**src/sv/anbs_pkg.sv**
```systemverilog
`default_nettype none

package anbs_pkg;

    // Width of the in-frame byte position counter and of offset/length fields
    localparam int POS_BITS = 24;
    localparam logic [POS_BITS-1:0] POS_MAX = {POS_BITS{1'b1}};

    localparam int KIND_BITS = 6;

    // Configuration port
    localparam int APB_ADDR_W = 3;
    localparam int APB_DATA_W = 32;
    localparam logic [0:0] REG_IDX_CODEC = 1'b0;

    // NAL unit type codes
    localparam logic [KIND_BITS-1:0] H264_IDR      = 6'd5;
    localparam logic [KIND_BITS-1:0] H264_SPS      = 6'd7;
    localparam logic [KIND_BITS-1:0] H264_PPS      = 6'd8;
    localparam logic [KIND_BITS-1:0] HEVC_IRAP_LO  = 6'd16;
    localparam logic [KIND_BITS-1:0] HEVC_IRAP_HI  = 6'd23;
    localparam logic [KIND_BITS-1:0] HEVC_VPS      = 6'd32;
    localparam logic [KIND_BITS-1:0] HEVC_SPS      = 6'd33;
    localparam logic [KIND_BITS-1:0] HEVC_PPS      = 6'd34;

    localparam logic [7:0] START_CODE_TAIL = 8'h01;

    typedef struct packed {
        logic [7:0] data_byte;
        logic       last_of_frame;
        logic       keyframe_hint;
    } in_word_t;

    typedef struct packed {
        logic                 nal_valid;
        logic [POS_BITS-1:0]  nal_offset;
        logic [POS_BITS-1:0]  nal_length;
        logic [KIND_BITS-1:0] nal_kind;
        logic                 is_parameter_set;
        logic                 frame_end;
        logic                 frame_keyframe;
        logic                 no_nal_error;
        logic                 frame_overflow;
    } out_word_t;

    // Random-access point check for the selected codec
    function automatic logic kind_is_key(input logic hevc, input logic [KIND_BITS-1:0] k);
        if (hevc)
            return (k >= HEVC_IRAP_LO) && (k <= HEVC_IRAP_HI);
        else
            return k == H264_IDR;
    endfunction

    // Parameter-set check for the selected codec
    function automatic logic kind_is_ps(input logic hevc, input logic [KIND_BITS-1:0] k);
        if (hevc)
            return (k == HEVC_VPS) || (k == HEVC_SPS) || (k == HEVC_PPS);
        else
            return (k == H264_SPS) || (k == H264_PPS);
    endfunction

endpackage

`default_nettype wire

```
**src/sv/annex_b_nal_splitter_top.sv**
```systemverilog
`default_nettype none

// Annex-B NAL splitter. Feed one frame as a stream of byte words, the final
// byte flagged with last_of_frame. A byte is taken every cycle while the
// result register is free or being drained, so the sustained rate is one byte
// per cycle; the single parser state update per byte sets that figure. Each
// result word appears in the cycle after the byte that causes it: one word per
// completed non-empty NAL, and always one word with frame_end on the last
// byte (which may also carry the final NAL). Offsets and lengths are in bytes
// within the frame; lengths exclude trailing zero bytes. Register 0 at byte
// address 0 (bit 0, reset 1) selects HEVC rules, 0 selects H.264; write it
// only between frames.
module annex_b_nal_splitter_top (
    input  wire logic                           clk,
    input  wire logic                           rst_n,
    input  wire logic                           in_valid,
    output logic                                in_ready,
    input  wire anbs_pkg::in_word_t             in_data,
    output logic                                out_valid,
    input  wire logic                           out_ready,
    output anbs_pkg::out_word_t                 out_data,
    input  wire logic                           psel,
    input  wire logic                           penable,
    input  wire logic                           pwrite,
    input  wire logic [anbs_pkg::APB_ADDR_W-1:0] paddr,
    input  wire logic [anbs_pkg::APB_DATA_W-1:0] pwdata,
    output logic [anbs_pkg::APB_DATA_W-1:0]     prdata,
    output logic                                pready
);
    import anbs_pkg::*;

    logic      codec_reg;
    logic      out_valid_reg;
    out_word_t out_word_reg;
    logic      accept;
    logic      res_valid;
    out_word_t res_word;
    logic      reg_hit;

    // Configuration register
    assign pready  = 1'b1;
    assign reg_hit = (paddr[APB_ADDR_W-1] == REG_IDX_CODEC);
    assign prdata  = reg_hit ? {{(APB_DATA_W-1){1'b0}}, codec_reg} : '0;

    always_ff @(posedge clk or negedge rst_n)
    begin
        if (!rst_n)
            codec_reg <= 1'b1;
        else if (psel && penable && pwrite && pready && reg_hit)
            codec_reg <= pwdata[0];
    end

    // Take a byte whenever the result register is free or draining
    assign in_ready = !out_valid_reg || out_ready;
    assign accept   = in_valid && in_ready;

    anbs_core u_core (
        .clk           (clk),
        .rst_n         (rst_n),
        .step          (accept),
        .in_word       (in_data),
        .codec_is_hevc (codec_reg),
        .res_valid     (res_valid),
        .res_word      (res_word)
    );

    // Hold the result word until taken
    always_ff @(posedge clk or negedge rst_n)
    begin
        if (!rst_n)
            out_valid_reg <= 1'b0;
        else if (accept)
            out_valid_reg <= res_valid;
        else if (out_ready)
            out_valid_reg <= 1'b0;
    end

    always_ff @(posedge clk)
    begin
        if (accept && res_valid)
            out_word_reg <= res_word;
    end

    assign out_valid = out_valid_reg;
    assign out_data  = out_word_reg;

`ifndef SYNTH
    a_last_gives_result: assert property (@(posedge clk) disable iff (!rst_n)
        in_valid && in_ready && in_data.last_of_frame |=> out_valid)
        else $error("last byte of frame produced no result word");

    a_plain_is_nal: assert property (@(posedge clk) disable iff (!rst_n)
        out_valid && !out_data.frame_end |-> out_data.nal_valid)
        else $error("result word carries neither NAL nor frame end");

    a_idle_fields_clear: assert property (@(posedge clk) disable iff (!rst_n)
        out_valid && !out_data.nal_valid |-> out_data.nal_offset == '0
        && out_data.nal_length == '0 && out_data.nal_kind == '0
        && !out_data.is_parameter_set)
        else $error("NAL fields not cleared on frame-end-only word");

    a_nal_nonempty: assert property (@(posedge clk) disable iff (!rst_n)
        out_valid && out_data.nal_valid |-> out_data.nal_length != '0)
        else $error("empty NAL reported");

    a_stall_only_when_full: assert property (@(posedge clk) disable iff (!rst_n)
        !in_ready |-> out_valid)
        else $error("input stalled with empty result register");
`endif

endmodule

`default_nettype wire

```
**src/sv/anbs_core.sv**
```systemverilog
`default_nettype none

module anbs_core (
    input  wire logic               clk,
    input  wire logic               rst_n,
    input  wire logic               step,
    input  wire anbs_pkg::in_word_t in_word,
    input  wire logic               codec_is_hevc,
    output logic                    res_valid,
    output anbs_pkg::out_word_t     res_word
);
    import anbs_pkg::*;

    logic [POS_BITS-1:0]  pos_reg, pos_next;
    logic [1:0]           zero_run_reg, zero_run_next;
    logic                 synced_reg, synced_next;
    logic                 await_reg, await_next;
    logic [POS_BITS-1:0]  start_reg, start_next;
    logic [POS_BITS-1:0]  end_reg, end_next;
    logic [KIND_BITS-1:0] kind_reg, kind_next;
    logic                 key_seen_reg, key_seen_next;
    logic                 nal_seen_reg, nal_seen_next;
    logic                 ovf_reg, ovf_next;

    logic [7:0]           b;
    logic                 is_zero;
    logic                 start_code;
    logic                 emit;
    logic                 emit_key;
    logic [POS_BITS-1:0]  pos_inc;

    assign b          = in_word.data_byte;
    assign is_zero    = (b == 8'h00);
    assign start_code = (b == START_CODE_TAIL) && (zero_run_reg >= 2'd2);
    assign pos_inc    = (pos_reg == POS_MAX) ? pos_reg : pos_reg + 1'b1;

    // Parse one byte: header capture, start code detection, NAL extent
    always_comb
    begin
        synced_next = synced_reg;
        await_next  = await_reg;
        start_next  = start_reg;
        end_next    = end_reg;
        kind_next   = kind_reg;
        emit        = 1'b0;

        if (synced_reg && await_reg)
        begin
            kind_next  = codec_is_hevc ? b[6:1] : {1'b0, b[4:0]};
            start_next = pos_reg;
            end_next   = is_zero ? pos_reg : pos_inc;
            await_next = 1'b0;
        end
        else if (start_code)
        begin
            emit        = synced_reg && (end_reg > start_reg);
            synced_next = 1'b1;
            await_next  = 1'b1;
        end
        else if (synced_reg && !is_zero)
        begin
            end_next = pos_inc;
        end

        // Flush the open NAL on the last byte of the frame
        if (in_word.last_of_frame && !emit && synced_next && !await_next
            && (end_next > start_next))
            emit = 1'b1;
    end

    assign zero_run_next = !is_zero ? 2'd0 :
                           (zero_run_reg == 2'd3) ? zero_run_reg : zero_run_reg + 2'd1;

    assign emit_key      = emit && kind_is_key(codec_is_hevc, kind_next);
    assign key_seen_next = key_seen_reg || emit_key;
    assign nal_seen_next = nal_seen_reg || emit;
    assign ovf_next      = ovf_reg || (pos_reg == POS_MAX);
    assign pos_next      = (pos_reg == POS_MAX) ? pos_reg : pos_reg + 1'b1;

    // Build the result word
    always_comb
    begin
        res_word                  = '0;
        res_valid                 = emit || in_word.last_of_frame;
        if (emit)
        begin
            res_word.nal_valid        = 1'b1;
            res_word.nal_offset       = start_next;
            res_word.nal_length       = end_next - start_next;
            res_word.nal_kind         = kind_next;
            res_word.is_parameter_set = kind_is_ps(codec_is_hevc, kind_next);
        end
        if (in_word.last_of_frame)
        begin
            res_word.frame_end      = 1'b1;
            res_word.frame_keyframe = in_word.keyframe_hint || key_seen_next;
            res_word.no_nal_error   = !nal_seen_next;
            res_word.frame_overflow = ovf_reg;
        end
    end

    // Advance parser state; clear everything after the last byte
    always_ff @(posedge clk or negedge rst_n)
    begin
        if (!rst_n)
        begin
            pos_reg      <= '0;
            zero_run_reg <= '0;
            synced_reg   <= 1'b0;
            await_reg    <= 1'b0;
            start_reg    <= '0;
            end_reg      <= '0;
            kind_reg     <= '0;
            key_seen_reg <= 1'b0;
            nal_seen_reg <= 1'b0;
            ovf_reg      <= 1'b0;
        end
        else if (step)
        begin
            if (in_word.last_of_frame)
            begin
                pos_reg      <= '0;
                zero_run_reg <= '0;
                synced_reg   <= 1'b0;
                await_reg    <= 1'b0;
                start_reg    <= '0;
                end_reg      <= '0;
                kind_reg     <= '0;
                key_seen_reg <= 1'b0;
                nal_seen_reg <= 1'b0;
                ovf_reg      <= 1'b0;
            end
            else
            begin
                pos_reg      <= pos_next;
                zero_run_reg <= zero_run_next;
                synced_reg   <= synced_next;
                await_reg    <= await_next;
                start_reg    <= start_next;
                end_reg      <= end_next;
                kind_reg     <= kind_next;
                key_seen_reg <= key_seen_next;
                nal_seen_reg <= nal_seen_next;
                ovf_reg      <= ovf_next;
            end
        end
    end

endmodule

`default_nettype wire
```
**config.mk**
```make
export PLATFORM = sky130hd
export DESIGN_NAME = annex_b_nal_splitter_top
export DESIGN_NICKNAME = d
export VERILOG_FILES = /design/src/sv/anbs_pkg.sv /design/src/sv/annex_b_nal_splitter_top.sv /design/src/sv/anbs_core.sv
export SDC_FILE = /design/constraint.sdc
export NUM_CORES = 1
export LEC_CHECK = 0
export BUFFER_PORTS_ARGS = -buffer_cell sky130_fd_sc_hd__buf_2
export CORE_MARGIN = 5
export CORE_UTILIZATION = 50
export CTS_BUF_LIST = sky130_fd_sc_hd__clkbuf_8
export DETAILED_ROUTE_END_ITERATION = 12
export PLACE_DENSITY = 0.84
export SETUP_SLACK_MARGIN = 0.1
export SKIP_CTS_REPAIR_TIMING = 1
export SYNTH_ARGS = -nofsm -noshare
export SYNTH_HDL_FRONTEND = slang
export SYNTH_SLANG_ARGS = --single-unit
```
**constraint.sdc**
```tcl
create_clock -name clk -period 7.5 [get_ports clk]
set_input_delay 1.5 -clock clk [delete_from_list [all_inputs] [get_ports clk]]
set_output_delay 1.5 -clock clk [all_outputs]
set_load 0.02 [all_outputs]
```
# After elaboration in Yosys (flattened, before gate mapping)
# Index checks and enable logic that the tools add are counted.
[totals]
register_bits = 147
wordCells = 106
mem_bits_ro = 0
in_bits = 52
output_inout_bits = 95
n_memories = 0
latchBits = 0
mem_bits_rw = 0
[op_classes]
bitwise = 1
mul = 0
addsub = 3
mux = 34
n_lt_le_gt_ge = 5
div_mod_pow = 0
n_eq_ne = 10
n_shift = 0
n_reduce_logical = 32
[op_table]
columns = ["operator", "count"]
rows = [
  ["$mux 24", 9],
  ["$mux 56", 1],
  ["$gt 24x24->1", 2],
  ["$add 24x1->24 const B", 1],
  ["$eq 24x24->1 const B", 1],
  ["$sub 24x24->24", 1],
  ["$eq 6x6->1 const B", 3],
  ["$mux 6", 3],
  ["$mux 1", 17],
  ["$logic_and 1x1->1", 15],
  ["$eq 6x3->1 const B", 2],
  ["$logic_or 1x1->1", 9],
  ["$eq 8x1->1 const B", 1],
  ["$logic_not 8->1", 1],
  ["$eq 6x4->1 const B", 1],
  ["$ge 6x5->1 const B", 1],
  ["$le 6x5->1 const B", 1],
  ["$mux 2", 3],
  ["$logic_not 1->1", 5],
  ["$mux 4", 1],
  ["$ne 3x3->1 const B", 1],
  ["$add 2x1->2 const B", 1],
  ["$eq 2x2->1 const B", 1],
  ["$ge 2x2->1 const B", 1],
  ["other kinds (3)", 3],
]

# Logic depth before layout (Yosys ltp)
[logic_depth]
depth_word = 14
ltp_mapped = 21
depth_no_buf = 18

# Cells and area by module
# A second synthesis with hierarchy kept.
[hier_totals]
cells_unflattened = 1016
hier_area_um2 = 9566.7
[modules_own_cells]
columns = ["mod", "cells_per_inst", "area_each_um2", "seq_area_each_um2", "instances"]
rows = [
  ["anbs_core", 912, 7410.9, 2127.0, 1],
  ["annex_b_nal_splitter_top", 104, 2155.8, 1853.0, 1],
]

# Worst setup path before layout
# Ideal clock, no wire load.
[synth_path]
path_type = "input to register"
startpoint = "input port in_data[8] (netlist bit)"
endpoint = "register out_word_reg (netlist bit out_data[0]), enable pin"
setup_ps = 498
arrival_time_ps = 7930
stages = 18
slack_ps = -927
required_ps = 7002
path_cell_list = "nor4_2 a31oi_2 nor2_1 nor2_1 buf_2 a32oi_1 o21ai_0 ha_1 inv_1 fa_1 a21oi_1 or3_1 a21boi_1 o211ai_1 a31oi_2 nor2_1 clkbuf_1 a21oi_1"
[synth_via]
elab_chain_len = 12
word_cells_on_any_way = 25
[synth_lines]
columns = ["item", "line_no", "rtl"]
rows = [
  ["start, declared", "annex_b_nal_splitter_top.sv:18", "input wire anbs_pkg::in_word_t in_data,"],
  ["branches (longest 9 deep; another with $gt 24x24->1)", "--", ""],
  ["$mux 1 (*)", "anbs_core.sv:66", "if (in_word.last_of_frame && !emit && synced_next && !await_next"],
  ["$logic_or 1x1->1 (*)", "anbs_core.sv:84", "res_valid = emit || in_word.last_of_frame;"],
  ["$logic_and 1x1->1 (*)", "annex_b_nal_splitter_top.sv:80", "if (accept && res_valid)"],
  ["end signal, assigned", "annex_b_nal_splitter_top.sv:81", "out_word_reg <= res_word;"],
  ["end, declared", "annex_b_nal_splitter_top.sv:34", "out_word_t out_word_reg;"],
]
# Mark *: on every way between the ends.
# A chain may end at the register's enable or synchronous reset.

# Final worst setup path
[layout_path]
startpoint = "input port in_data[7] (netlist bit)"
endpoint = "register out_word_reg (netlist bit out_data[41]), enable pin"
# The elaborated chain is that of the path after synthesis.

==> metrics <==
status complete, no violations; drt wl/cell 19.43 um; largest net degree at the start of global routing 63; Finished Cell Area 10220 sq um; fin crit share 79.69%; Crit Path Max Fanout 54; Starting DRT DRC Count 1097; Crit. End Element register; Die H 146.8 um; Worst Max-Slew Pin Slew 1083 ps; CP Cell Sequence buf_2, nor3_1, nand3b_1, buf_4, o21ai_1, o21ai_0, o31ai_1, o21a_1, ha_1, nand3_1, or3_1, a21boi_1, o211ai_1, a31oi_2, nor2_4, a21oi_4, buf_12; Final setup viols 0; clock-pin transition on the worst setup and hold timing paths 80 ps; Synth Area per Inst 9.315 sq um; Ys Warns 0; slowest stage cell, crit path nor3_1; Root Buffer clkbuf_8; first-pass GRT wire length 41010 um; dpl cell area 9883 sq um; top cells by count, synth nand2_1 (89), dfrtp_1 (86), nor2_1 (81); Critical Setup Path Class input port to register; max reg flops 60; Fin Hold WS 494.5 ps; Post-synth top flop dfrtp_1; Max clock buf depth 2; most numerous cell in the Yosys netlist nand2_1; Area Overhead vs Synth 9.169%; Post-synth EDFFs 60; floorplan core area 18580 sq um; Rows 50; relative slew slack 27.61%; total congestion overflow 0; Worst EP arrival 6110 ps; Nets 1166; final hold vios 0; max-cap viol count 0; Initial DRT Pass Iterations 6; ys async rst share 59.18%; HPWL after DPL 17880 um; Yosys reg bits 147; post-synth top area share 22.99%; Seq/Total Area, Yosys 42.52%; die area 21560 sq um; vias in the first global route 7817; Ports 147; routed vias 8203; Final ANT Viol Nets 0; GP Congestion 0.9497; vias per cell 6.267; max-slew violations 0; Final Worst Setup Slack 1523 ps; Layout fillers 1626; CTS Sinks 147; PD cells 150.6 nW/um^2; Reg area 3980 sq um; CTS Buf Count 17; Cells after Synth 1005; Clk Latency, worst-skew pair 460 ps; layout cells sized above 1 14.98%; unrepaired setup endpoints after global routing no; Initial Util 50.38%; Worst Skew 13.46 ps; post-synth cell types 80; Synth area leader dfrtp_1; worst path required time 7630 ps; final WL 25430 um; initial antenna violation count 0; H-tree levels 4; Max rail drop VDD 0.1007 mV; Die W 146.8 um; port bufs 81; leakage power 4.332 nW; Fmax 0.1673 GHz; crit path launch type input port; CP peak stage delay 620 ps; CTS tree done; setup TNS 0 ps; DRC Markers 0; top cells by area, synth dfrtp_1 (23%), edfxtp_1 (19%), ha_1 (6.8%), nand2_1 (3.6%), o21ai_0 (3.4%); min Tclk post-route 5977 ps; total track usage 23.57%; Cell Area, Synth 9361 sq um; DP Worst Slack 1244 ps; diode count 0; worst hold path class register to register; area of the multi-input gates 4885 sq um
-- per-stage QoR --
step	std cells	util, %	power, W
after detailed placement	1277	53.19	0.001005
after floorplan	1035	-	0.0009706
after global placement	1277	53.19	0.001003
after CTS	1309	55.00	0.001543
after global routing	1309	55.00	0.001585
final	1309	55.00	0.001539
-- power by group --
| group | switching, W | internal [W] |
|---|---|---|
| clock network | 0.000316 | 0.000234 |
| registers | 0.0000135 | 0.000852 |
| logic | 0.0000925 | 0.0000312 |
-- layout make-up --
type,count,area share [%]
multi-input cells,756,47.80
well taps,234,2.865
clock buffers,18,2.424
flip-flops and latches,147,38.94
repair buffers,100,5.632
clock inverters,14,0.8692
inverters,40,1.469
-- metal layers --
metal	GRT usage, %	up-vias	wire length [um]
met5	0	-	0
met4	8.231	0	657
met3	4.997	70	2749
met2	36.46	493	11420
met1	32.99	3834	10600
li1	-	3806	-
-- cell families after synthesis --
| logic type | synth area share, % |
|---|---|
| xor+xnor | 0.9355 |
| buf+inv | 6.763 |
| mux | 3.475 |
| fa+ha+maj | 7.030 |
| other cells | 0.08022 |
| simple gates | 16.89 |
| flops | 42.52 |
| compound gates | 22.31 |
-- critical path: cells and delay by family --
kind	cells	cell delay, ps
AOI/OAI and AO/OA	8	2130
adders and majority gates	1	230
buffers and inverters	3	680
and+or+nand+nor	5	1530
-- worst paths after layout --
kind / start / endpoint / slack (ps) / depth (start not counted)
setup / recovery: in_data[7] / out_data[41]$_SDFFCE_PN0P_ / 1520 / 17
hold / removal: u_core.kind_reg[2]$_DFFE_PN0P_ / u_core.kind_reg[2]$_DFFE_PN0P_ / 490 / 2
setup reg to reg: u_core.pos_reg[6]$_DFFE_PN0P_ / out_data[41]$_SDFFCE_PN0P_ / 1680 / 15
hold reg to reg: u_core.kind_reg[2]$_DFFE_PN0P_ / u_core.kind_reg[2]$_DFFE_PN0P_ / 490 / 2
max in group asynchronous: rst_n / u_core.start_reg[20]$_DFFE_PN0P_ / 5400 / 2
min in group asynchronous: rst_n / u_core.kind_reg[0]$_DFFE_PN0P_ / 940 / 1
-- cells in the final DEF, fill, tap and decap left out, types with 28 or more instances in the layout --
cell type  count
nor2_1        79
conb_1        32
buf_2         80
a21oi_1       60
edfxtp_1      60
nand3_1       29
mux2i_1       28
nand2_1       88
ha_1          51
o21ai_0       64
dfrtp_1       86
inv_1         41
Note: power is estimated with default switching activity, not from simulation.
